<file path="src/rtl/sbb_pkg.sv">
// Package of the separable box blur: sizes, codes, payload structs, states.
// Depends on nothing.
package sbb_pkg;

	localparam int MAX_WIDTH  = 2048;
	localparam int MAX_HEIGHT = 2048;
	localparam int MAX_RADIUS = 12;

	localparam int WIN_LEN   = 2 * MAX_RADIUS + 1;
	localparam int RING_ROWS = 2 * MAX_RADIUS + 2;

	localparam int CFG_W     = 12;
	localparam int CFG_R_W   = 4;
	localparam int COL_W     = $clog2(MAX_WIDTH);
	localparam int W_DIM_W   = $clog2(MAX_WIDTH + 1);
	localparam int H_DIM_W   = $clog2(MAX_HEIGHT + 1);
	localparam int XW        = ((W_DIM_W > H_DIM_W) ? W_DIM_W : H_DIM_W) + 1;
	localparam int RAD_W     = $clog2(MAX_RADIUS + 1);
	localparam int WIN_W     = $clog2(WIN_LEN);
	localparam int RING_W    = $clog2(RING_ROWS);
	localparam int SUM_W     = $clog2(WIN_LEN * 255 + 1);
	localparam int CNT_W     = $clog2(WIN_LEN + 1);
	localparam int MEM_DEPTH = RING_ROWS * MAX_WIDTH;
	localparam int ADDR_W    = $clog2(MEM_DEPTH);

	localparam logic [CFG_W-1:0]   WIDTH_RST  = CFG_W'(1920);
	localparam logic [CFG_W-1:0]   HEIGHT_RST = CFG_W'(1080);
	localparam logic [CFG_R_W-1:0] RADIUS_RST = CFG_R_W'(12);

	typedef enum logic [1:0] {
		REG_WIDTH,
		REG_HEIGHT,
		REG_RADIUS
	} reg_idx_t;

	typedef enum logic {
		OP_PIXEL,
		OP_DRAIN
	} op_t;

	typedef struct packed {
		logic [7:0] r;
		logic [7:0] g;
		logic [7:0] b;
	} rgb_t;

	typedef struct packed {
		logic [SUM_W-1:0] r;
		logic [SUM_W-1:0] g;
		logic [SUM_W-1:0] b;
	} sum3_t;

	typedef enum logic [3:0] {
		S_IDLE,
		S_HSET,
		S_HSUM,
		S_DIVGO,
		S_DIVWT,
		S_HWR,
		S_VSET,
		S_VRD,
		S_VLAST,
		S_VOUT
	} state_t;

endpackage

</file>
<file path="src/rtl/sbb_div.sv">
// Restoring divider: three channel sums by one window count, one bit a cycle.
// Depends on sbb_pkg.
module sbb_div import sbb_pkg::*; (
	input  logic             clk,
	input  logic             arst_n,
	input  logic             start,
	input  sum3_t            num,
	input  logic [CNT_W-1:0] den,
	output logic             done,
	output rgb_t             quo
);

	localparam int IT_W = $clog2(SUM_W + 1);

	sum3_t                num_q;
	logic [CNT_W:0]       rem_r_q, rem_g_q, rem_b_q;
	logic [CNT_W-1:0]     den_q;
	logic [IT_W-1:0]      it_q;
	logic                 busy_q, done_q;

	// One restoring step: returns {remainder, quotient bit}.
	function automatic logic [CNT_W+1:0] step(input logic [CNT_W:0] rem,
			input logic nb, input logic [CNT_W-1:0] d);
		logic [CNT_W+1:0] trial;
		trial = {rem, nb};
		if (trial >= (CNT_W+2)'(d)) begin
			return {(CNT_W+1)'(trial - (CNT_W+2)'(d)), 1'b1};
		end
		return {trial[CNT_W:0], 1'b0};
	endfunction

	logic [CNT_W+1:0] sr, sg, sb;

	always_comb begin
		sr = step(rem_r_q, num_q.r[SUM_W-1], den_q);
		sg = step(rem_g_q, num_q.g[SUM_W-1], den_q);
		sb = step(rem_b_q, num_q.b[SUM_W-1], den_q);
	end

	always_ff @(posedge clk or negedge arst_n) begin
		if (!arst_n) begin
			busy_q <= 1'b0;
			done_q <= 1'b0;
			it_q   <= '0;
		end else begin
			done_q <= 1'b0;
			if (start) begin
				busy_q <= 1'b1;
				it_q   <= IT_W'(SUM_W);
			end else if (busy_q) begin
				it_q <= it_q - 1'b1;
				if (it_q == IT_W'(1)) begin
					busy_q <= 1'b0;
					done_q <= 1'b1;
				end
			end
		end
	end

	always_ff @(posedge clk) begin
		if (start) begin
			num_q   <= num;
			den_q   <= den;
			rem_r_q <= '0;
			rem_g_q <= '0;
			rem_b_q <= '0;
		end else if (busy_q) begin
			// Shift quotient bits in from the bottom.
			num_q.r <= {num_q.r[SUM_W-2:0], sr[0]};
			num_q.g <= {num_q.g[SUM_W-2:0], sg[0]};
			num_q.b <= {num_q.b[SUM_W-2:0], sb[0]};
			rem_r_q <= sr[CNT_W+1:1];
			rem_g_q <= sg[CNT_W+1:1];
			rem_b_q <= sb[CNT_W+1:1];
		end
	end

	assign done  = done_q;
	assign quo.r = num_q.r[7:0];
	assign quo.g = num_q.g[7:0];
	assign quo.b = num_q.b[7:0];

endmodule

</file>
<file path="config.mk">
export PLATFORM = sky130hd
export DESIGN_NAME = sbb_div
export DESIGN_NICKNAME = d
export VERILOG_FILES = /design/src/rtl/sbb_pkg.sv /design/src/rtl/sbb_div.sv
export SDC_FILE = /design/constraint.sdc
export NUM_CORES = 1
export LEC_CHECK = 0
export ABC_CLOCK_PERIOD_IN_PS = 3090
export BUFFER_PORTS_ARGS = -buffer_cell sky130_fd_sc_hd__buf_4
export CAP_MARGIN = 20
export CORE_AREA = 2 2 86 88
export DETAILED_ROUTE_END_ITERATION = 10
export DIE_AREA = 0 0 88 90
export GPL_TIMING_DRIVEN = 0
export PLACE_DENSITY = 0.86
export SYNTH_ARGS = -nofsm -noshare
export SYNTH_HDL_FRONTEND = slang
export SYNTH_SLANG_ARGS = --single-unit
</file>
<file path="constraint.sdc">
create_clock -name clk -period 3.09 [get_ports clk]
set_clock_uncertainty 0.1 [all_clocks]
set_input_delay 0.618 -clock clk [delete_from_list [all_inputs] [get_ports clk]]
set_output_delay 0.618 -clock clk [all_outputs]
set_load 0.005 [all_outputs]
</file>
==> Word-level counts from Yosys, hierarchy flattened <==
Cells that the tools add are included.
{ "totals": {"word_cells": 38, "input_bits": 47, "regBits": 68} }
{ "classes": {"addsub": 4, "magnitude_cmp": 3, "reduce_logical": 1, "n_eq_ne": 1, "mux": 19} }
{ "ops": {"columns": ["cell", "count"], "rows": [
  ["two-way mux 39 bit", 2],
  ["two-way mux 7 bit", 6],
  ["greater-or-equal comparator 7 x 5 -> 1 bit", 3],
  ["subtractor 6 x 5 -> 6 bit", 3],
  ["two-way mux 1 bit", 9],
  ["two-way mux 4 bit", 2],
  ["equality test 4 x 1 -> 1 bit (second input constant)", 1],
  ["subtractor 4 x 1 -> 4 bit (second input constant)", 1],
  ["nonzero test 2 bit", 1]
]} }

==> Longest topological paths before layout <==
{ "logic_depth": {"word_depth": 5, "mapped_depth": 9, "ltp_nobuf": 9} }

==> Worst setup path before layout <==
OpenSTA, ideal clock, no wires.
{ "synth_timing": {"path_kind": "input to register", "from": "in start", "to": "reg num_q[10] (netlist bit), enable pin", "setup_slack_ns": 0.864, "t_arrival_ns": 1.732, "n_path_buf": 1, "required_time_ns": 2.596, "setup_ns": 0.394, "stages": 3, "path_cell_list": "clkbuf_1 -> nor2_1 -> inv_1"} }
{ "synth_between": {"elab_chain_cells": 1} }
{ "synth_rtl": {"columns": ["item", "line_no", "rtl"], "rows": [
  ["start: declaration", "sbb_div.sv:6", "input logic start,"],
  ["nonzero test 2 bit (no line)", null, null],
  ["end signal: assignment", "sbb_div.sv:62", "num_q <= num;"],
  ["end: declaration", "sbb_div.sv:15", "sum3_t num_q;"]
]} }
Every way passes these cells.
A chain may end at the register's enable or synchronous reset.

==> Worst setup path in the final report <==
{ "layout_timing": {"from": "reg den_q[1]", "to": "reg num_q, in the netlist quo[16] (data pin)"} }
{ "layout_between": {"elab_chain_cells": 5} }
{ "layout_rtl": {"columns": ["item", "line_no", "rtl"], "rows": [
  ["start: declaration", "sbb_div.sv:17", "logic [CNT_W-1:0] den_q;"],
  ["start signal: assignment", "sbb_div.sv:63", "den_q <= den;"],
  ["greater-or-equal comparator 7 x 5 -> 1 bit", "sbb_div.sv:26", "if (trial >= (CNT_W+2)'(d)) begin"],
  ["two-way mux 1 bit", "sbb_div.sv:26", null],
  ["two-way mux 7 bit", "sbb_div.sv:29", "return {trial[CNT_W:0], 1'b0};"],
  ["two-way mux 39 bit", "sbb_div.sv:67", "end else if (busy_q) begin"],
  ["two-way mux 39 bit", "sbb_div.sv:61", "if (start) begin"]
]} }
Every way passes these cells. The select of a mux whose other input is x is not followed.

==> results.yml <==
placed_design:
  place.gp.congestion: 0.8415
  dp_hpwl_um: 5666
  portBuffers: 71
  post-place-cells: 482
finish:
  final_nets: 462
  syn2layout_area_growth_pct: 23.61
  layout_commonest_cell: "buf_4"
  mostFrequentLayoutCells: "buf_4 (95), edfxtp_1 (44), mux2_2 (39)"
  drive_above_1_share_pct: 41.00
  diodes: 0
  fill_cells: 502
  fin_cells: 499
yosys:
  synth_edf_count: 44
  dominantRegCellSynth: "edfxtp_1"
  syn_avg_cell_area_um2: 11.94
  syn_area_um2: 3715
  yosys_warnings: 0
  ys_seq_area_share_pct: 49.31
  synthesis.nets: 378
  syn_inst: 311
  yosys_register_bits: 68
  ys_async_sr_fraction_pct: 8.824
  synth_cell_type_count: 48
clock_tree:
  ctsResizeCount: 0
  cts_sinks: 68
  clock_latency_ns: 0.34
  cts_buffer_depth: 2
  cts_buffers: 9
  cts_tree: "yes"
  path_clk_slew_ns: 0.07
  cts-root-buf: "clkbuf_8"
  htreeDepth: 3
timing:
  tns_ns: 0
  period_share_pct: 78.92
  period_minus_slack_ns: 2.439
  fmax_ghz: 0.4101
  final-setup-viol-count: 0
  drv_slew: 0
  relSlewSlack_pct: 59.27
  hold_violations: 0
  rsz0062_at_grt: "no"
  worst_slew_pin_slew_ns: 0.6103
global_route:
  antenna_found_initial: 0
  grt_start_max_net_pins: 27
  grt-ovfl-total: 0
  grt_pass1_wl_um: 12940
  grt_pass1_vias: 2811
  gr-usage-all-layers_pct: 20.78
setup_path:
  critPathMaxFanout: 8
  cp-end-kind: "flop"
  critPathKind: "flop to flop"
  arrival_ns: 2.42
  worst_setup_path_start_kind: "flop"
  required_ns: 3.07
power:
  max-vdd-ir-drop_v: 0.0004535
  p_leak_nw: 1.997
  power_density_nw_per_um2: 736.0
worst_hold_path:
  hold_class: "input port to flop"
routing:
  post_drt_via_cell_ratio: 5.377
  num_vias: 2683
  postRouteAntennaNets: 0
  wire_per_inst_um: 15.76
  wirelength_um: 7863
  drtPass1Iterations: 4
  drc_errors: 0
  dr.first_iter.drc_count: 217
floorplan:
  start_util_pct: 52.91
  design.die.area_um2: 7920
  boundaryPins: 72
  num_rows: 31
  die_x_um: 88
  die_y_um: 90
  core_um2: 7020
run:
  max-cap-violations: 0
status:
  status: "complete, no violations"
==> layer usage <==
layer	global-route usage (%)	vias up	wire length, um
met4	7.436	0	165
li1	-	1283	-
met3	5.234	16	515
met1	25.63	1288	3228
met5	0	-	0
met2	34.85	96	3953
==> cell type report <==
| cell class | count | area [um2] | area share [%] |
|---|---|---|---|
| clock inverter | 6 | 55.05 | 1.199 |
| tap | 99 | 123.9 | 2.698 |
| multi-input combinational | 190 | 1573 | 34.25 |
| inverter | 16 | 60.06 | 1.308 |
| timing repair buffer | 73 | 570.5 | 12.43 |
| clock buffer | 10 | 127.6 | 2.779 |
| sequential | 68 | 1832 | 39.89 |
| buffer | 37 | 250.2 | 5.450 |
==> what timing repair did <==
item,4_1_cts,5_1_grt
hold buffers,1,0
hold endpoints to repair,6,0
buffers inserted,0,0
==> flip-flops by register name, summed over array words and instances (netlist names) <==
signal and flops:
rem_g_q 6, quo 24, rem_b_q 6, den_q 5, done 1, busy_q 1, it_q 4, num_q 15
rem_r_q 6
==> kinds of logic (layout without fill, tap and decap cells) <==
logic type	after synthesis	in the layout	share of synthesized area (%)
AOI/OAI and AO/OA	53	53	10.44
xor gates and xnor gates	10	10	2.358
adders and majority gates	20	20	7.342
buffers and inverters	53	142	8.353
DFF	68	68	49.31
muxes	48	48	14.38
and+or+nand+nor	59	59	7.814
==> cell usage after synthesis, types with 4 or more instances <==
master / n / area share [%]
edfxtp_1: 44 / 36
mux2_2: 39 / 12
buf_4: 24 / 4.9
nor2_1: 23 / 2.3
dfxtp_1: 18 / 9.7
ha_1: 17 / 5.7
nand2_1: 16 / 1.6
inv_1: 15 / 1.5
a21oi_1: 11 / 1.5
a211oi_1: 10 / 2.0
mux2i_1: 8 / 2.2
nand3_1: 7 / 0.94
a31oi_1: 6 / 1.0
clkbuf_1: 6 / 0.61
dfrtp_1: 6 / 4.0
xnor2_1: 6 / 1.4
buf_2: 5 / 0.67
o211ai_1: 4 / 0.81
xor2_1: 4 / 0.94
==> report_power, final <==
part           switching, W  leakage, nW  internal, W  total, W
combinational      0.000625         1.23     0.000742   0.00137
sequential         0.000141        0.678      0.00118   0.00132
clock              0.000328       0.0911     0.000365  0.000693
total               0.00109         2.00      0.00229   0.00338
==> final timing paths <==
kind,from,to,slack [ns],depth (start not counted)
max,den_q[1],quo[16],0.65,6
min,den[4],den_q[4],0.36,1
max reg2reg,den_q[1],quo[16],0.65,6
min reg2reg,rem_g_q[3],rem_g_q[3],0.39,2
max in group asynchronous,arst_n,it_q[0],2.26,2
min in group asynchronous,arst_n,it_q[2],0.52,2
==> critical path, cell delays in order (launching register included) <==
cell and delay (ns):
edfxtp_1 0.36, inv_1 0.27, ha_1 0.31, and2b_1 0.18
o2111ai_1 0.37, nand4_4 0.27, mux2_2 0.33
==> stage by stage <==
step	setup WS, ns	hold WS (ns)	utilization [%]	power (W)	area (um2)
after global placement	0.2345	0.3268	62.27	0.002620	4372
final	0.6514	0.3572	65.41	0.003380	4592
after detailed placement	0.6704	0.3281	62.66	0.002681	4399
after global routing	0.5214	0.3479	65.41	0.003582	4592
after CTS	0.6626	0.3517	65.41	0.003372	4592
after floorplan	0.8643	0.2224	-	0.002315	3715
Note: power is estimated with default switching activity, not from simulation.
